### config.mk
export PLATFORM = sky130hd
export DESIGN_NAME = stis_cell
export DESIGN_NICKNAME = d
export VERILOG_FILES = /design/src/design/stis_pkg.sv /design/src/design/stis_cell.sv
export SDC_FILE = /design/constraint.sdc
export NUM_CORES = 1
export LEC_CHECK = 0
export BUFFER_PORTS_ARGS = -buffer_cell sky130_fd_sc_hd__clkbuf_2
export CAP_MARGIN = 20
export CELL_PAD_IN_SITES_DETAIL_PLACEMENT = 0
export CELL_PAD_IN_SITES_GLOBAL_PLACEMENT = 2
export CORE_MARGIN = 2
export CORE_UTILIZATION = 28
export CTS_CLUSTER_DIAMETER = 50
export DETAILED_ROUTE_END_ITERATION = 12
export PLACE_DENSITY = 0.95
export SYNTH_ARGS = -nofsm -noshare
export SYNTH_HDL_FRONTEND = slang
export SYNTH_SLANG_ARGS = --single-unit
### constraint.sdc
create_clock -name clock -period 11.1 [get_ports clock]
set_input_delay 0.555 -clock clock [delete_from_list [all_inputs] [get_ports clock]]
set_output_delay 0.555 -clock clock [all_outputs]
set_load 0.02 [all_outputs]
### src/design/stis_pkg.sv
// ----------------------------------------------------------------------------
// stis_pkg
// shared constants, codes and types of the sorted table block
// ----------------------------------------------------------------------------
package stis_pkg;

   // default table depth
   localparam int DEFAULT_DEPTH = 64;

   // field widths
   localparam int VALUE_W = 32;
   localparam int KIND_W  = 2;
   localparam int POS_W   = 6;
   localparam int STAT_W  = 2;

   // request kinds
   localparam logic [KIND_W-1:0] REQ_INSERT = 2'd0;
   localparam logic [KIND_W-1:0] REQ_SEARCH = 2'd1;
   localparam logic [KIND_W-1:0] REQ_CLEAR  = 2'd2;

   // response status codes
   localparam logic [STAT_W-1:0] ST_OK     = 2'd0;
   localparam logic [STAT_W-1:0] ST_ABSENT = 2'd1;
   localparam logic [STAT_W-1:0] ST_FULL   = 2'd2;

   // search unit result
   typedef struct packed {
      logic             done;
      logic             found;
      logic [POS_W-1:0] position;
   } srch_res_type;

endpackage

### src/design/stis_cell.sv
// ----------------------------------------------------------------------------
// stis_cell
// one table slot: holds an entry, compares it against the key and takes
// either its left neighbor's entry or the key on an insert
// ----------------------------------------------------------------------------
module stis_cell (
   input  logic                                clock,
   input  logic                                shift_en,
   input  logic                                valid,
   input  logic                                tail,
   input  logic                                left_gt,
   input  logic signed [stis_pkg::VALUE_W-1:0] left_value,
   input  logic signed [stis_pkg::VALUE_W-1:0] key,
   output logic signed [stis_pkg::VALUE_W-1:0] value,
   output logic                                gt,
   output logic                                eq,
   output logic                                lt
);
   import stis_pkg::*;

   logic signed [VALUE_W-1:0] value_ff;
   logic signed [VALUE_W-1:0] value_in;

   // compare flags, greater-than only counts for a filled slot
   assign gt    = valid && (value_ff > key);
   assign eq    = (value_ff == key);
   assign lt    = (value_ff < key);
   assign value = value_ff;

   // shift up from the left while the left entry is greater, else take the key
   always_comb begin
      value_in = value_ff;
      if (shift_en && (gt || tail)) begin
         value_in = left_gt ? left_value : key;
      end
   end

   always_ff @(posedge clock) begin
      value_ff <= value_in;
   end

endmodule

**Word-level counts from Yosys, hierarchy flattened**

Cells that the tools add are included.

- Flip-flop bits (word level): 32
- Output and inout port bits: 35
- Word-level logic and storage cells: 8
- Bits of input ports: 69

- Order comparisons: 2
- Equal/unequal tests: 1
- Mux-type cells: 1
- Reductions and logical operators: 3

Operators with widths:

| operator | number |
|---|---|
| $eq 32x32->1 | 1 |
| $gt 32x32->1 | 1 |
| $lt 32x32->1 | 1 |
| $mux 32 | 1 |
| $logic_and 1x1->1 | 2 |
| $logic_or 1x1->1 | 1 |

**Depth between registers and ports, before layout**

- Depth in word-level cells: 4
- Mapped depth: 8
- Mapped depth without buffers: 8

**Least setup slack after synthesis**

No wires, ideal clock.

- Path type: input port to flip-flop
- Start: input port key[30] (netlist name)
- End: register value_ff[0] (netlist: value[0]), enable pin
- Path buffers: 0
- Data required time: 10.659 ns
- Setup time: 0.441 ns
- Setup slack: 6.781 ns
- Stages on the path: 8
- Data arrival time: 3.878 ns
- Cells stage by stage: inv_1 > ha_1 > a21oi_2 > nand2_1 > a221o_1 > a211o_1 > or4b_1 > a31oi_1

- Cells in the longest elaborated chain, start to end: 4

RTL lines:

| item | line | RTL |
|---|---|---|
| start, declared | stis_cell.sv:13 | `input logic signed [stis_pkg::VALUE_W-1:0] key,` |
| $gt 32x32->1 | stis_cell.sv:25 | `assign gt = valid && (value_ff > key);` |
| $logic_and 1x1->1 | stis_cell.sv:25 |  |
| $logic_or 1x1->1 | stis_cell.sv:33 | `if (shift_en && (gt \|\| tail)) begin` |
| $logic_and 1x1->1 | stis_cell.sv:33 |  |
| end signal, assigned | stis_cell.sv:39 | `value_ff <= value_in;` |
| end, declared | stis_cell.sv:21 | `logic signed [VALUE_W-1:0] value_ff;` |

Every way passes these cells.
A chain may end at the register's enable or synchronous reset.

**Worst setup path in the final report**

- Start: register value_ff[30] (netlist: value[30])
- End: output port gt

- Cells in the longest elaborated chain, start to end: 2

RTL lines:

| item | line | RTL |
|---|---|---|
| $gt 32x32->1 | stis_cell.sv:25 |  |
| $logic_and 1x1->1 | stis_cell.sv:25 |  |
| end, declared | stis_cell.sv:15 | `output logic gt,` |

Every way passes these cells.

==> results.toml <==
[outcome]
outcome = "completed"

[critical_path]
r2r-start = "value[30]"
r2r_end = "value[4]"
cp-start-kind = "register"
path_buf_inv = 1
worstPathCellList = "ha_1, a21oi_2, nand2_1, a221o_1, a211o_1, or4b_1, nand2_1, clkbuf_2"
timing_worst_setup_path_type = "reg2out"
crit_slowest_cell = "or4b_1"
critical-path-top-delay-family = "compound AO/OA/AOI/OAI gates"
critPathRequiredTime_ns = 10.55
worstRegToRegCells = 8
cpPeakStageDelay_ns = 0.57
reg2reg_slack_ns = 8.04
cp-end-kind = "primary output"
cp_max_fo = 3
path_common_cell = "nand2_1"
worstPathArrival_ns = 2.72

[detailed_routing]
wl_per_cell_um = 12.5
routed_wl_um = 5320
first_pass_iters = 4
vias_per_cell = 4.56
remaining_drc_errors = 0
via_count = 1943
drtIter0Drc = 69
ant_nets = 0

[synth]
avgSynthCellArea_um2 = 9.55
syn-instance-count = 224
synthesis.area_um2 = 2140
synth_top_family_by_area = "adder cells"
yosys.area_share.simple_pct = 12.9
synth_xor_xnor_area_share_pct = 0.409
synth-compound-area-share_pct = 15.4
yosysWarnings = 0
ys_ff_latch = 32
synthMuxAreaShare_pct = 0.526
synth_cell_type_count = 29
synth_nets = 325
synth-seq-area-share_pct = 44.9
synthAdderAreaFrac_pct = 18.7

[grt]
grt_pass1_wl_um = 8680
grt_max_degree = 64
grt_antenna_before_repair = 0
grt_pass1_vias = 1874
grt_remaining_overflow = 0
grtUsageTotal_pct = 13.0

[clock_network]
clk_pin_slew_worst_paths_ns = 0.06
numCtsBuffers = 5
cts_root_buf = "clkbuf_8"
ctsResizeCount = 0
clk_latency_ns = 0.27
cts_htree_levels = 2
cts_tree = "built"
numClockSinks = 32
cts_buffer_depth = 2
hold_buffers = 0
post_cts_buffers = 0

[place]
post-place-ws_ns = 7.31
io_buffers = 103
place_inst = 419
gp_congestion = 0.789
hpwl_um = 4320

[cells_and_area]
nNetsFinal = 430
final_cell_mix = "clkbuf_2 (103), nand2_1 (38), inv_1 (34), o21ai_0 (33)"
largest_register_ffs = 32
drive_gt1_share_pct = 35.2
layout_commonest_cell = "clkbuf_2"
fin_cells = 426
fillCellCount = 756
synthToLayoutAreaGrowth_pct = 34.8
diodes = 0

[hold_path]
hold_start = "left_value[15]"
hold_path_class = "in2reg"
hold_depth = 3
holdPathEnd = "value[15]"

[die]
row_count = 31
start_util_pct = 29.2
dieArea_um2 = 8360
coreArea_um2 = 7330
die_y_um = 91.4
die_w_um = 91.4
ios = 104

[timing]
min_period_ns = 3.28
setup_viol = 0
fin_tns_setup_ns = 0
relSlewSlack_pct = 70.8
max_freq_mhz = 305
layout_setup_ws_ns = 7.82
skew_ns = 0.00482
period_share_pct = 29.5
rsz0062_at_grt = "false"
drv_slew = 0
worstMarginPinSlew_ns = 0.439
hold_violations = 0

[power_and_ir_drop]
power_density_nw_per_um2 = 109
total_power_mw = 0.315
ir_drop_uv = 47.8
leakagePower_nw = 1.45

[job]
drv_cap = 0
-- cell families after synthesis --
logic type,after synthesis
simple gates,59
buf+inv,41
compound gates,58
flops,32
mux,1
fa+ha+maj,32
xor+xnor,1
-- metrics by stage --
| step | utilization (%) | cell area [um2] | hold WS, ns |
|---|---|---|---|
| 6_report | 39.3 | 2880 | 0.555 |
| 5_1_grt | 39.3 | 2880 | 0.562 |
| 4_1_cts | 38.7 | 2840 | 0.545 |
| 3_5_place_dp | 37.8 | 2770 | 0.837 |
| 3_3_place_gp | 37.8 | 2770 | 0.837 |
| 2_1_floorplan | - | 2140 | 0.742 |
-- worst max-delay path by stage --
| stage | from | to | slack (ns) | depth (start not counted) |
|---|---|---|---|---|
| final | value[30] | gt | 7.82 | 8 |
| after CTS | value[30] | value[18] | 7.54 | 7 |
| after floorplan | key[30] | value[0] | 6.78 | 8 |
| after detailed placement | key[30] | value[19] | 7.31 | 9 |
| after global routing | value[30] | gt | 7.69 | 8 |
| after global placement | key[23] | value[13] | 7.38 | 9 |
-- worst min-delay path: cells and delay by family --
| kind | cells | cell delay, ns |
|---|---|---|
| and+or+nand+nor | 1 | 0.04 |
| AOI/OAI and AO/OA | 1 | 0.05 |
| buffers and inverters | 1 | 0.07 |
-- Yosys cell counts --
master / count / area share, %
a211o_1: 1 / 0.41
a21boi_1: 1 / 0.35
a21o_1: 2 / 0.70
a21oi_1: 13 / 3.0
a21oi_2: 1 / 0.41
a221o_1: 1 / 0.47
a31oi_1: 1 / 0.29
and3_1: 1 / 0.29
and4_1: 1 / 0.41
clkbuf_1: 7 / 1.2
edfxtp_1: 32 / 45
ha_1: 32 / 19
inv_1: 34 / 6.0
mux2_2: 1 / 0.53
nand2_1: 38 / 6.7
nand3_1: 3 / 0.70
nand4_1: 5 / 1.5
nand4_2: 1 / 0.58
nor2_1: 2 / 0.35
nor2b_1: 2 / 0.58
nor3_1: 2 / 0.47
nor4_1: 3 / 0.88
o211ai_1: 2 / 0.70
o21a_1: 1 / 0.35
o21ai_0: 33 / 7.7
o21ai_2: 1 / 0.41
o41a_1: 1 / 0.53
or4b_1: 1 / 0.47
xnor2_1: 1 / 0.41
-- cell type report --
cell class	instances	area [um2]	area share [%]
multi-input cells	151	1040	36.1
flip-flops and latches	32	961	33.3
repair buffers	105	563	19.5
inverters	34	128	4.43
well taps	99	124	4.30
clock buffers	5	68.8	2.39
-- per-layer routing --
layer	routed length, um	vias to the layer above	part of all wire, %	global-route usage [%]
met2	2400	63	45	20.2
met4	125	0	2.4	5.68
li1	-	1005	-	-
met5	0	-	0	0
met1	2500	866	47	17.2
met3	296	9	5.6	3.07
-- report_power, final --
part           internal (mW)  switching (mW)
Clock                 0.0404          0.0400
Sequential             0.145         0.00512
Combinational         0.0349          0.0495
Note: power is estimated with default switching activity, not from simulation.
