<file path="src/design/stis_pkg.sv">
// ----------------------------------------------------------------------------
// stis_pkg
// shared constants, codes and types of the sorted table block
// ----------------------------------------------------------------------------
package stis_pkg;

   // default table depth
   localparam int DEFAULT_DEPTH = 64;

   // field widths
   localparam int VALUE_W = 32;
   localparam int KIND_W  = 2;
   localparam int POS_W   = 6;
   localparam int STAT_W  = 2;

   // request kinds
   localparam logic [KIND_W-1:0] REQ_INSERT = 2'd0;
   localparam logic [KIND_W-1:0] REQ_SEARCH = 2'd1;
   localparam logic [KIND_W-1:0] REQ_CLEAR  = 2'd2;

   // response status codes
   localparam logic [STAT_W-1:0] ST_OK     = 2'd0;
   localparam logic [STAT_W-1:0] ST_ABSENT = 2'd1;
   localparam logic [STAT_W-1:0] ST_FULL   = 2'd2;

   // search unit result
   typedef struct packed {
      logic             done;
      logic             found;
      logic [POS_W-1:0] position;
   } srch_res_type;

endpackage

</file>
<file path="src/design/stis_search.sv">
// ----------------------------------------------------------------------------
// stis_search
// bisection sequencer over the compare flags captured from the cell row
// ----------------------------------------------------------------------------
module stis_search #(
   parameter int DEPTH = stis_pkg::DEFAULT_DEPTH
) (
   input  logic                       clock,
   input  logic                       reset,
   input  logic                       start,
   input  logic [$clog2(DEPTH+1)-1:0] count,
   input  logic [DEPTH-1:0]           eq_vec,
   input  logic [DEPTH-1:0]           lt_vec,
   output logic                       busy,
   output stis_pkg::srch_res_type     res
);
   import stis_pkg::*;

   localparam int CNT_W  = $clog2(DEPTH + 1);
   localparam int SW     = CNT_W + 1;
   localparam int IDX_W  = (DEPTH > 1) ? $clog2(DEPTH) : 1;
   localparam int WIDE_W = SW + POS_W;

   logic                 busy_ff, busy_in;
   logic signed [SW-1:0] lo_ff, lo_in;
   logic signed [SW-1:0] hi_ff, hi_in;
   logic [DEPTH-1:0]     eq_ff, eq_in;
   logic [DEPTH-1:0]     lt_ff, lt_in;

   logic signed [SW-1:0] mid;
   logic [IDX_W-1:0]     mid_idx;
   logic [WIDE_W-1:0]    mid_ext;
   logic                 in_range;
   logic                 hit;

   // midpoint of the live window
   assign mid      = lo_ff + ((hi_ff - lo_ff) >>> 1);
   assign mid_idx  = mid[IDX_W-1:0];
   assign mid_ext  = WIDE_W'(unsigned'(mid));
   assign in_range = (lo_ff <= hi_ff);
   assign hit      = in_range && eq_ff[mid_idx];

   assign busy         = busy_ff;
   assign res.done     = busy_ff && (!in_range || hit);
   assign res.found    = busy_ff && hit;
   assign res.position = hit ? mid_ext[POS_W-1:0] : '0;

   // one bisection step per cycle
   always_comb begin
      busy_in = busy_ff;
      lo_in   = lo_ff;
      hi_in   = hi_ff;
      eq_in   = eq_ff;
      lt_in   = lt_ff;
      if (start) begin
         busy_in = 1'b1;
         lo_in   = '0;
         hi_in   = signed'({1'b0, count}) - SW'(1);
         eq_in   = eq_vec;
         lt_in   = lt_vec;
      end else if (busy_ff) begin
         if (!in_range || hit) begin
            busy_in = 1'b0;
         end else if (lt_ff[mid_idx]) begin
            lo_in = mid + SW'(1);
         end else begin
            hi_in = mid - SW'(1);
         end
      end
   end

   always_ff @(posedge clock) begin
      if (reset) begin
         busy_ff <= 1'b0;
      end else begin
         busy_ff <= busy_in;
      end
   end

   always_ff @(posedge clock) begin
      lo_ff <= lo_in;
      hi_ff <= hi_in;
      eq_ff <= eq_in;
      lt_ff <= lt_in;
   end

endmodule

</file>
<file path="config.mk">
export PLATFORM = sky130hd
export DESIGN_NAME = stis_search
export DESIGN_NICKNAME = d
export VERILOG_FILES = /design/src/design/stis_pkg.sv /design/src/design/stis_search.sv
export SDC_FILE = /design/constraint.sdc
export NUM_CORES = 1
export LEC_CHECK = 0
export ABC_AREA = 1
export BUFFER_PORTS_ARGS = -buffer_cell sky130_fd_sc_hd__buf_4
export CORE_MARGIN = 2
export CORE_UTILIZATION = 55
export DETAILED_ROUTE_END_ITERATION = 7
export GPL_ROUTABILITY_DRIVEN = 1
export PLACE_DENSITY = 0.8
export SLEW_MARGIN = 25
export SYNTH_ARGS = -nofsm -noshare
export SYNTH_HDL_FRONTEND = slang
export SYNTH_SLANG_ARGS = --single-unit
</file>
<file path="constraint.sdc">
create_clock -name clock -period 10.23 [get_ports clock]
set_input_delay 1.023 -clock clock [delete_from_list [all_inputs] [get_ports clock]]
set_output_delay 1.023 -clock clock [all_outputs]
set_load 0.05 [all_outputs]
</file>
# Yosys cells after proc, flatten, opt, wreduce, memory -nomap -nowiden
# Cells that the tools add are included.
# Widths: inputs -> output; s select.
[word_totals] reg_bits=145 input_bits=138 output_inout_bits=9 elab_cells=35
[classes] add_sub_neg=5 order_cmp=2 n_eq_ne=2 mux=12 bitwise_logic=1 reduce_logical=8
[ops] operator="$mux 8" count=4
[ops] operator="$bmux 1 s6" count=2
[ops] operator="$add 8x2->8 const B" count=1
[ops] operator="$add 8x7->8" count=1
[ops] operator="$le 8x8->1" count=1
[ops] operator="$sub 7x1->8 const B" count=1
[ops] operator="$sub 8x2->8 const B" count=1
[ops] operator="$sub 8x8->8" count=1
[ops] operator="$lt 6x7->1 const B" count=1
[ops] operator="$mux 6" count=1
[ops] operator="$reduce_and 3->1" count=2
[ops] operator="$mux 1" count=5
[ops] operator="$ne 2x2->1 const B" count=2
[ops] operator="$logic_and 1x1->1" count=3
[ops] operator="$reduce_bool 2->1" count=1
[ops] operator="$logic_not 1->1" count=1
[ops] operator="$logic_or 1x1->1" count=1
[ops] operator="$not 1->1" count=1

# Logic depth before layout (Yosys ltp)
# Gate-level depths: netlist (run 1).
[logic_depth] ltp_word=9 ltp_mapped=22 mapped_depth_nobuf=21

# Least setup slack after synthesis (run 1)
# No wires, ideal clock.
[synth_path] path_kind="register to output" start="register hi_ff[0]" end="output res[0] in the netlist's numbering" t_arrival_ns=3.468 required_time_ns=9.207 slack_ns=5.739 stages_incl_launch_ff=19 n_path_buf=2 path_cell_list="edfxtp_1 > inv_1 > ha_1 > inv_1 > fa_1 > ha_1 > fa_1 > buf_2 > clkbuf_1 > nand2_1 > nand2_1 > nand2_1 > nand3_1 > nand3_1 > nand3_2 > nand2_4 > inv_1 > nand2_1 > nor2_1"
[synth_rtl] item="from (decl)" line="stis_search.sv:26" rtl="logic signed [SW-1:0] hi_ff, hi_in;"
[synth_rtl] item="from (signal assigned)" line="stis_search.sv:82" rtl="hi_ff <= hi_in;"
[synth_rtl] item="to (decl)" line="stis_search.sv:15" rtl="output stis_pkg::srch_res_type res"

==> implementation parameters, run 1 <==
Parameter                              Value

Status
  Run status ... complete, no violations

Worst setup path
  Cell family with the largest share of critical-path delay ... simple AND/OR/NAND/NOR gates
  Cell with the most instances on the worst path ... sky130_fd_sc_hd__nand2_1
  Max stage delay cell, worst path ... sky130_fd_sc_hd__nor2_2
  Worst path cell trace ... inv_1 -> ha_1 -> inv_1 -> fa_1 -> ha_2 -> fa_1 -> nand2_1 -> inv_1 -> nor2_2 -> inv_2 -> nand2_1 -> nand2_1 -> nand2_1 -> nand3_1 -> nand3_2 -> nand2_4 -> inv_1 -> nand2_1 -> nor2_1 -> buf_4
  Largest driver fanout on the critical path ... 21
  Delay of the slowest critical-path stage ... between 0.6 and 0.7 ns
  Worst setup SP type ... register
  Arrival time reported for the critical path endpoint ... 4.56 ns
  Type of destination of the critical path ... primary output
  Worst endpoint required time ... a little over 9 ns
  Category of the critical setup timing path ... register to primary output
  CP Buf/Inv Count ... 6

Clock tree
  Buffers inserted during post-CTS setup optimization ... 0
  Clock network latency to the later pin of the worst-skew pair ... between 0.4 and 0.5 ns
  Clock tree root driver cell ... sky130_fd_sc_hd__clkbuf_16
  H-Tree Depth ... 4
  Clock tree from TritonCTS ... built
  Post-cts sizing count ... 0
  Number of clock sinks ... roughly 150
  Cts bufs inserted ... 17
  # hold bufs at CTS ... 0
  Number of buffers on the longest clock path ... 2
  Clock transition at the registers of the reported paths ... ~0.060 ns

Timing
  Final slew viol count ... 0
  Final hold vios ... 0
  Max Fclk ... approximately 180 MHz
  Count of final setup violators ... 0
  Final worst-path cycle share ... a little over half
  Aggregate negative setup slack ... 0 ns
  Post-route setup slack ... about 4.7 ns
  Hold slack final ... 0.553 ns
  Setup repair after global routing missed its margin ... false
  Slew at the pin closest to its max-slew limit ... just under 0.9 ns
  Normalized max-slew margin ... between 40 and 50%
  Tmin final ... 5.58 ns
  Clock Skew ... 0.0191 ns

Logic synthesis
  Synthesized Nets ... roughly 900
  Top flip-flop cell by instance count after synthesis ... sky130_fd_sc_hd__edfxtp_1
  Count of state elements after synthesis ... approximately 150
  Most instantiated library cell after synthesis ... sky130_fd_sc_hd__nand2_1
  Post-synth top area cell ... sky130_fd_sc_hd__edfxtp_1
  Fraction of the yosys area taken by sequential cells ... approximately three fifths
  Leading cell types by count after synthesis ... 260 x sky130_fd_sc_hd__nand2_1, 136 x sky130_fd_sc_hd__edfxtp_1, 99 x sky130_fd_sc_hd__nand3_1
  Post-synth cell types ... 37
  Post-synthesis instance area ... around 0.007 mm^2
  Share of async-settable or async-resettable flops after synthesis ... 0%
  Count of flip-flops with a built-in enable after synthesis ... 136
  Mean Syn Cell Area ... 9.65 um^2
  Ranking of synthesized cells by area ... sky130_fd_sc_hd__edfxtp_1 57%, sky130_fd_sc_hd__nand2_1 14%, sky130_fd_sc_hd__nand3_1 7.0%, sky130_fd_sc_hd__inv_1 3.7%, sky130_fd_sc_hd__ha_1 3.3%
  Yosys top cell area share ... between 50% and 60%
  Syn Inst Count ... between 700 and 800
  Synth warn ... 0

Drt
  Number of iterations in the first detailed-routing pass ... 5
  Number of antenna-violating nets in the routed design ... 0
  DRC ... 0
  Number of design-rule violations left by the first detailed-router iteration ... 481
  Average wire per standard cell ... around 16 um
  Total via count in the routed design ... approximately 5600
  Drt via density ... 5.27
  Final Routed Wirelength ... approximately 17 mm

Global routing
  Number of global-route vias before repair ... between 5000 and 6000
  Wire length of the first global-routing pass ... between 20 and 30 mm
  Total congestion overflow after global routing ... 0
  Number of antenna violations at the first check in global routing ... 0
  Largest net degree at the start of global routing ... 72
  Overall track demand over capacity in global routing ... around 25%

Floorplanning
  Number of placed I/O pins ... 147
  Placeable core region ... about 0.013 mm^2
  Height of the die ... approximately 120 um
  Die footprint ... 0.0138 mm^2
  Die W ... around 120 um
  Starting utilization of the core area ... about 56%
  FP Rows ... between 40 and 50

Flow run
  Number of max-cap violations ... 0

Final layout
  Area taken by multi-input logic gates ... between 0.002 and 0.0025 mm^2
  Fill cells ... 952
  Fraction of final layout cells with drive strength greater than 1 ... 22.4%
  Final antenna diode count ... 0
  Final core utilization ... between 70% and 80%
  Area delta synth->final ... 25.5%
  Final net count ... roughly 1000
  Area occupied by registers ... about 0.0043 mm^2

Worst hold path
  Tightest Hold Check Type ... register to register

Place
  DP Wirelength ... around 11 mm
  Gp weighted congestion ... 0.866
  Number of buffer cells added on primary ports ... 146
  Setup slack at placement ... 5.27 ns
metal layers:
metal	part of all wire [%]	GRT usage, %	vias up
met2	52	42.8	239
met4	2.8	11.1	0
met3	5.8	5.67	44
li1	-	-	2714
met1	40	29.9	2597
met5	0	0	-
worst register-to-register path, stage by stage, from the launching register on:
cell                       delay [ns]
sky130_fd_sc_hd__edfxtp_1        0.36
sky130_fd_sc_hd__inv_1           0.07
sky130_fd_sc_hd__ha_1            0.15
sky130_fd_sc_hd__inv_1           0.08
sky130_fd_sc_hd__fa_1            0.46
sky130_fd_sc_hd__ha_2            0.21
sky130_fd_sc_hd__fa_1            0.45
sky130_fd_sc_hd__nand2_1         0.10
sky130_fd_sc_hd__inv_1           0.06
sky130_fd_sc_hd__nor2_2          0.65
sky130_fd_sc_hd__inv_2           0.33
sky130_fd_sc_hd__nand2_1         0.18
sky130_fd_sc_hd__nand3_1         0.11
sky130_fd_sc_hd__nand3_1         0.12
sky130_fd_sc_hd__nand3_2         0.09
sky130_fd_sc_hd__nand2_4         0.11
sky130_fd_sc_hd__nand3_1         0.09
sky130_fd_sc_hd__o21ai_1         0.59
stage by stage:
stage	instances	instance area [um^2]
floorplan	736	7100
global placement	1029	8280
detailed placement	1029	8280
CTS	1061	8910
global route	1061	8910
finish	1061	8910
flip-flops by register name, indices dropped and copies added (netlist names):
register	count
eq_ff	64
lt_ff	64
hi_ff	8
lo_ff	8
busy	1
logic make-up after synthesis:
family	Yosys count	synth area share, %
buf+inv	105	6.38
mux	1	0.141
simple gates	417	24.8
compound gates	32	2.59
flops	145	60.0
xor+xnor	15	2.11
fa+ha+maj	21	3.91
area by class of cell:
| class | instances | share of cell area (%) |
|---|---|---|
| clock inverter | 14 | 2.26 |
| clock buffer | 18 | 4.82 |
| tap | 172 | 2.41 |
| inverter | 76 | 3.23 |
| multi-input combinational | 486 | 26.8 |
| sequential | 145 | 47.8 |
| timing repair buffer | 150 | 12.6 |
cell usage in the layout (no fill, tap or decap), types with 2 or more instances in the layout:
cell type,n
sky130_fd_sc_hd__nand2_1,260
sky130_fd_sc_hd__buf_4,150
sky130_fd_sc_hd__edfxtp_1,136
sky130_fd_sc_hd__nand3_1,99
sky130_fd_sc_hd__inv_1,70
sky130_fd_sc_hd__nor2_1,42
sky130_fd_sc_hd__ha_1,18
sky130_fd_sc_hd__clkbuf_16,17
sky130_fd_sc_hd__a21oi_1,15
sky130_fd_sc_hd__xor2_1,11
sky130_fd_sc_hd__o21ai_0,9
sky130_fd_sc_hd__dfxtp_1,9
sky130_fd_sc_hd__inv_2,4
sky130_fd_sc_hd__bufinv_16,4
sky130_fd_sc_hd__a31oi_1,3
sky130_fd_sc_hd__nand2_2,3
sky130_fd_sc_hd__clkinv_1,3
sky130_fd_sc_hd__xnor2_1,3
sky130_fd_sc_hd__nand3_2,3
sky130_fd_sc_hd__inv_6,3
sky130_fd_sc_hd__or2_2,2
sky130_fd_sc_hd__nand4_1,2
sky130_fd_sc_hd__fa_1,2
sky130_fd_sc_hd__clkinv_4,2
sky130_fd_sc_hd__inv_8,2
final timing paths:
| kind | startpoint | slack (ns) | to | cells past startpoint |
|---|---|---|---|---|
| min | lo_ff[0]$_SDFFE_PP0P_ | 0.55 | lo_ff[0]$_SDFFE_PP0P_ | 4 |
| max reg2reg | hi_ff[0]$_DFFE_PP_ | 5.65 | hi_ff[3]$_DFFE_PP_ | 17 |
| max | hi_ff[0]$_DFFE_PP_ | 4.65 | res[6] | 20 |
| min reg2reg | lo_ff[0]$_SDFFE_PP0P_ | 0.55 | lo_ff[0]$_SDFFE_PP0P_ | 4 |
Power of run 1 is not shown: default switching activity piles up to over one toggle a cycle in this logic, so the estimate is an artifact.
==> run 2: changes to the inputs <==
==> constraint.sdc (replaced) <==
create_clock -name clock -period 5.3 [get_ports clock]
set_input_delay 0.53 -clock clock [delete_from_list [all_inputs] [get_ports clock]]
set_output_delay 0.53 -clock clock [all_outputs]
set_load 0.05 [all_outputs]
==> run 2 against run 1 <==
- clock-buffer cell count is 1 higher
- worst hold slack worse by 0.29 ns
- sequential share of layout area is 0.30 points higher
- core utilization is 0.45 points lower
- register-to-register slack worse by 4.2 ns
- setup slack worse by 4.0 ns
- critical path depth is 2 lower
- critical path type unchanged
==> implementation parameters, run 2 (synthesis gave the netlist of run 1 again) <==
Parameter                              Value

Status
  Run status ... complete, no violations

Final layout
  Most common cell after layout, fill and taps aside ... sky130_fd_sc_hd__nand2_1
  Most frequent cells in the layout ... 260 x sky130_fd_sc_hd__nand2_1, 154 x sky130_fd_sc_hd__buf_4, 136 x sky130_fd_sc_hd__edfxtp_1
  Final core utilization ... 70.2% (-0.45 points)
  Fill cells ... 953 (+0.11%)
  Fraction of final layout cells with drive strength greater than 1 ... 22.5% (+0.15 points)
  Area delta synth->final ... 24.7%
  Largest regs ... eq_ff x64, lt_ff x64
  Area taken by multi-input logic gates ... 0.00239 mm^2 (unchanged)
  Final antenna diode count ... 0 (unchanged)
  Final net count ... 1039 (+0.39%)
  Area occupied by registers ... 0.00426 mm^2 (unchanged)

Global routing
  Number of antenna violations at the first check in global routing ... 0 (unchanged)
  Wire length of the first global-routing pass ... 26.9 mm (+0.70%)
  Overall track demand over capacity in global routing ... 24.8% (-0.061 points)
  Largest net degree at the start of global routing ... 67 (-6.9%)
  Total congestion overflow after global routing ... 0 (unchanged)
  Number of global-route vias before repair ... 5574 (+0.22%)

Worst hold path
  Hold depth ... 2 (-2)
  Tightest Hold Check Type ... input port to register
  Hold Path End ... busy$_SDFF_PP0_
  HP Start ... reset

Worst setup path
  Delay of the slowest critical-path stage ... 0.52 ns (-0.13 ns)
  R2R depth ... 18 (+1)
  Arrival time reported for the critical path endpoint ... 4.08 ns (-0.48 ns)
  Critical register-to-register path endpoint ... hi_ff[6]$_DFFE_PP_
  Largest driver fanout on the critical path ... 35 (+67%)
  Cell with the most instances on the worst path ... sky130_fd_sc_hd__inv_1
  Startpoint of the most critical register-to-register path ... hi_ff[0]$_DFFE_PP_
  Register-to-register setup slack ... 1.46 ns (-4.19 ns)
  Category of the critical setup timing path ... register to primary output
  Max stage delay cell, worst path ... sky130_fd_sc_hd__inv_2
  Timing startpoint of the critical path ... hi_ff[0]$_DFFE_PP_
  Worst endpoint required time ... 4.77 ns (-4.44 ns)
  Worst setup SP type ... register
  Type of destination of the critical path ... primary output
  Worst path cell trace ... inv_1 -> ha_1 -> inv_1 -> fa_1 -> xor2_1 -> fa_1 -> inv_2 -> o21ai_0 -> o21ai_0 -> nand2_1 -> nand3_1 -> nand3_1 -> nand3_2 -> nand2_4 -> inv_1 -> nand2_1 -> nor2_1 -> buf_4

Drt
  Final Routed Wirelength ... 16.4 mm (-3.1%)
  Number of antenna-violating nets in the routed design ... 0 (unchanged)
  Average wire per standard cell ... 15.4 um (-3.3%)
  Number of design-rule violations left by the first detailed-router iteration ... 456 (-5.2%)
  Total via count in the routed design ... 5544 (-0.89%)
  Number of iterations in the first detailed-routing pass ... 4 (-1)
  DRC ... 0 (unchanged)
  Drt via density ... 5.21 (-1.2%)

Clock tree
  Clock tree from TritonCTS ... built
  Number of clock sinks ... 145 (unchanged)
  Clock transition at the registers of the reported paths ... 0.06 ns (about the same)
  Cts bufs inserted ... 17 (unchanged)
  Clock tree root driver cell ... sky130_fd_sc_hd__clkbuf_16
  Buffers inserted during post-CTS setup optimization ... 0 (unchanged)
  Number of buffers on the longest clock path ... 2 (unchanged)
  Clock network latency to the later pin of the worst-skew pair ... 0.42 ns (about the same)
  # hold bufs at CTS ... 0 (unchanged)
  Post-cts sizing count ... 0 (unchanged)
  H-Tree Depth ... 4 (unchanged)

Floorplanning
  FP Rows ... 41 (unchanged)
  Number of placed I/O pins ... 147 (unchanged)
  Placeable core region ... 0.0126 mm^2 (unchanged)
  Height of the die ... 118 um (unchanged)
  Starting utilization of the core area ... 56.3% (unchanged)
  Die footprint ... 0.0138 mm^2 (unchanged)
  Die W ... 118 um (unchanged)

Timing
  Max Fclk ... about 220 MHz
  Final worst-path cycle share ... approximately 87%
  Tmin final ... between 4 and 5 ns
  Setup repair after global routing missed its margin ... false
  Clock Skew ... 0.00702 ns (-0.0121 ns)
  Normalized max-slew margin ... 54.6% (+14 points)
  Count of final setup violators ... 0 (unchanged)
  Final hold vios ... 0 (unchanged)
  Aggregate negative setup slack ... 0 ns (unchanged)
  Slew at the pin closest to its max-slew limit ... 0.680 ns (-0.215 ns)
  Final slew viol count ... 0 (unchanged)

Place
  Number of buffer cells added on primary ports ... 146 (unchanged)
  Gp weighted congestion ... 0.916 (+5.9%)
  DP Wirelength ... 11.2 mm (-1.6%)

Flow run
  Number of max-cap violations ... 0 (unchanged)
run 2: cell types whose count changed in the layout (fill, tap and decap cells not counted), sizes merged:
cell,before,now
inv,80,78
clkinv,5,6
clkinvlp,1,3
clkbuf,18,19
buf,150,154
bufinv,4,1
run 2: worst max-delay path: cells and delay by family (launching register included):
family	cells	cell delay [ns]
and+or+nand+nor	7	0.66
buffers and inverters	5	0.93
AOI/OAI and AO/OA	2	0.36
adders and majority gates	3	1.05
xor gates and xnor gates	1	0.27
DFF	1	0.36
run 2: layout make-up:
cell class	count	area share (%)
well taps	172	2.43
inverters	76	3.25
flip-flops and latches	145	48.1
clock inverters	12	1.26
multi-input cells	486	27.0
clock buffers	19	4.89
repair buffers	154	13.1
run 2: worst max path at each step:
stage,to,slack (ns),cells after the start
final,res[4],0.69,18
after global routing,res[6],0.37,18
after CTS,res[4],0.69,18
after detailed placement,res[4],1.18,18
after global placement,res[1],1.29,18
after floorplan,res[0],1.30,18
run 2: per-stage QoR:
| stage | area, um^2 | setup WS, ns | hold WS [ns] | std cells |
|---|---|---|---|---|
| 6_report | 8860 | 0.688 | 0.262 | 1064 |
| 5_1_grt | 8860 | 0.369 | 0.263 | 1064 |
| 4_1_cts | 8860 | 0.691 | 0.253 | 1064 |
| 3_5_place_dp | 8310 | 1.18 | 0.539 | 1033 |
| 3_3_place_gp | 8310 | 1.29 | 0.536 | 1033 |
| 2_1_floorplan | 7100 | 1.30 | 0.511 | 736 |
run 2: routing by layer:
layer / share of wire [%] / vias up / routed length (um) / track usage, %
met3: 6.3 / 36 / 1030 / 6.30
met2: 51 / 222 / 8330 / 41.4
met5: 0 / - / 0 / 0
met1: 40 / 2567 / 6580 / 30.9
met4: 2.8 / 0 / 464 / 10.3
li1: - / 2719 / - / -
Power of run 2 is left out for the same reason.
==> run 3: changes to the inputs <==
--- a/config.mk
+++ b/config.mk
@@ -10,7 +10,6 @@
 export CORE_MARGIN = 2
 export CORE_UTILIZATION = 55
 export DETAILED_ROUTE_END_ITERATION = 7
-export GPL_ROUTABILITY_DRIVEN = 1
 export PLACE_DENSITY = 0.8
 export SLEW_MARGIN = 25
 export SYNTH_ARGS = -nofsm -noshare
==> constraint.sdc (replaced) <==
create_clock -name clock -period 5.18 [get_ports clock]
set_input_delay 0.518 -clock clock [delete_from_list [all_inputs] [get_ports clock]]
set_output_delay 0.518 -clock clock [all_outputs]
set_load 0.05 [all_outputs]
==> run 3 against run 2 <==
- largest cell class unchanged
- critical endpoint is now res[2]
- critical path depth unchanged
- clock skew increased by 0.0047 ns
- non-clock buffer count decreased by 1
- final area decreased by 0.28%
==> implementation parameters, run 3 (synthesis gave the netlist of run 1 again) <==
Parameter                              Value

Clock tree
  Clock tree from TritonCTS ... built
  # hold bufs at CTS ... 0 (unchanged)
  Cts bufs inserted ... 17 (unchanged)
  Clock transition at the registers of the reported paths ... 0.06 ns (about the same)
  Clock network latency to the later pin of the worst-skew pair ... 0.42 ns (about the same)
  Post-cts sizing count ... 0 (unchanged)
  Number of clock sinks ... 145 (unchanged)
  Buffers inserted during post-CTS setup optimization ... 0 (unchanged)
  Number of buffers on the longest clock path ... 2 (unchanged)
  H-Tree Depth ... 4 (unchanged)
  Clock tree root driver cell ... sky130_fd_sc_hd__clkbuf_16

Timing
  Aggregate negative setup slack ... 0 ns (unchanged)
  Count of final setup violators ... 0 (unchanged)
  Tmin final ... between 4 and 5 ns
  Max Fclk ... around 220 MHz
  Final worst-path cycle share ... between 80% and 90%
  Final slew viol count ... 0 (unchanged)
  Clock Skew ... 0.0117 ns (+0.00469 ns)
  Slew at the pin closest to its max-slew limit ... 0.879 ns (+0.199 ns)
  Normalized max-slew margin ... 41.4% (-13 points)
  Setup repair after global routing missed its margin ... false
  Final hold vios ... 0 (unchanged)

Drt
  Drt via density ... 5.30 (+1.7%)
  Number of antenna-violating nets in the routed design ... 0 (unchanged)
  Final Routed Wirelength ... 16.8 mm (+2.6%)
  Average wire per standard cell ... 15.8 um (+2.7%)
  Total via count in the routed design ... 5634 (+1.6%)
  DRC ... 0 (unchanged)
  Number of iterations in the first detailed-routing pass ... 7 (+3)
  Number of design-rule violations left by the first detailed-router iteration ... 451 (-1.1%)

Global routing
  Largest net degree at the start of global routing ... 67 (unchanged)
  Number of antenna violations at the first check in global routing ... 0 (unchanged)
  Number of global-route vias before repair ... 5736 (+2.9%)
  Wire length of the first global-routing pass ... 27.0 mm (+0.36%)
  Overall track demand over capacity in global routing ... 24.9% (+0.095 points)
  Total congestion overflow after global routing ... 0 (unchanged)

Final layout
  Most frequent cells in the layout ... 260 x sky130_fd_sc_hd__nand2_1, 153 x sky130_fd_sc_hd__buf_4, 136 x sky130_fd_sc_hd__edfxtp_1
  Largest regs ... eq_ff x64, lt_ff x64
  Final net count ... 1038 (-0.096%)
  Final antenna diode count ... 0 (unchanged)
  Fraction of final layout cells with drive strength greater than 1 ... 22.6% (+0.025 points)
  Area delta synth->final ... 24.3%
  Most common cell after layout, fill and taps aside ... sky130_fd_sc_hd__nand2_1

Floorplanning
  Die W ... 118 um (unchanged)
  FP Rows ... 41 (unchanged)
  Number of placed I/O pins ... 147 (unchanged)
  Starting utilization of the core area ... 56.3% (unchanged)
  Placeable core region ... 0.0126 mm^2 (unchanged)
  Die footprint ... 0.0138 mm^2 (unchanged)
  Height of the die ... 118 um (unchanged)

Worst setup path
  Register-to-register setup slack ... 1.31 ns (-0.15 ns)
  R2R depth ... 17 (-1)
  Largest driver fanout on the critical path ... 35 (unchanged)
  Worst setup SP type ... register
  Timing startpoint of the critical path ... hi_ff[0]$_DFFE_PP_
  Critical register-to-register path endpoint ... hi_ff[1]$_DFFE_PP_
  Worst endpoint required time ... 4.66 ns (-0.11 ns)
  Category of the critical setup timing path ... register to primary output
  Type of destination of the critical path ... primary output
  Arrival time reported for the critical path endpoint ... 4.13 ns (+0.05 ns)
  End of the critical path ... res[2]
  Startpoint of the most critical register-to-register path ... hi_ff[0]$_DFFE_PP_

Flow run
  Number of max-cap violations ... 0 (unchanged)

Worst hold path
  Tightest Hold Check Type ... input port to register

Place
  Number of buffer cells added on primary ports ... 146 (unchanged)
  DP Wirelength ... 11.2 mm (+0.10%)
  Gp weighted congestion ... 0.844 (-7.9%)

Status
  Run status ... complete, no violations
[run 3: area by class of cell]
class	count	area [um^2]
multi-input cells	486	2390
well taps	172	215
clock buffers	18	429
inverters	76	289
flip-flops and latches	145	4260
fillers	955	3790
repair buffers	153	1150
clock inverters	13	96.3
[run 3: worst max-delay path, stage by stage (launching register included)]
cell                       delay, ns
sky130_fd_sc_hd__edfxtp_1       0.36
sky130_fd_sc_hd__inv_1          0.06
sky130_fd_sc_hd__ha_1           0.13
sky130_fd_sc_hd__inv_1          0.06
sky130_fd_sc_hd__fa_1           0.41
sky130_fd_sc_hd__xor2_1         0.27
sky130_fd_sc_hd__fa_1           0.49
sky130_fd_sc_hd__inv_2          0.54
sky130_fd_sc_hd__nand3_1        0.17
sky130_fd_sc_hd__nand2_1        0.12
sky130_fd_sc_hd__nand2_1        0.06
sky130_fd_sc_hd__nand3_1        0.12
sky130_fd_sc_hd__nand3_1        0.12
sky130_fd_sc_hd__nand3_2        0.12
sky130_fd_sc_hd__nand2_4        0.08
sky130_fd_sc_hd__inv_1          0.08
sky130_fd_sc_hd__nand2_1        0.13
sky130_fd_sc_hd__nor2_1         0.16
sky130_fd_sc_hd__buf_4          0.22
[run 3: how the worst min path moves through the flow]
stage	from	endpoint	slack, ns	cells past startpoint
6_report	reset	busy$_SDFF_PP0_	0.26	2
3_5_place_dp	lo_ff[5]$_SDFFE_PP0P_	lo_ff[5]$_SDFFE_PP0P_	0.54	4
2_1_floorplan	lo_ff[0]$_SDFFE_PP0P_	lo_ff[0]$_SDFFE_PP0P_	0.51	4
3_3_place_gp	lo_ff[0]$_SDFFE_PP0P_	lo_ff[0]$_SDFFE_PP0P_	0.54	4
4_1_cts	reset	busy$_SDFF_PP0_	0.25	2
5_1_grt	reset	busy$_SDFF_PP0_	0.24	2
[run 3: metal layers]
metal  up-vias  global-route usage, %  wire length [um]  share of wire [%]
met5         -                      0                 0                  0
met4         0                   11.4               411                2.4
met3        40                   6.69              1190                7.1
met2       238                   41.6              8550                 51
met1      2636                   30.2              6680                 40
li1       2720                      -                 -                  -
[run 3: metrics by stage]
step | cell area [um^2] | setup slack, ns | utilization [%] | cells | hold slack [ns]
2_1_floorplan | 7100 | 1.19 | - | 736 | 0.511
3_3_place_gp | 8300 | 1.18 | 65.8 | 1032 | 0.535
3_5_place_dp | 8300 | 1.07 | 65.8 | 1032 | 0.543
4_1_cts | 8830 | 0.571 | 70.0 | 1063 | 0.251
5_1_grt | 8830 | 0.306 | 70.0 | 1063 | 0.245
6_report | 8830 | 0.530 | 70.0 | 1063 | 0.257
Power of run 3 is left out for the same reason.
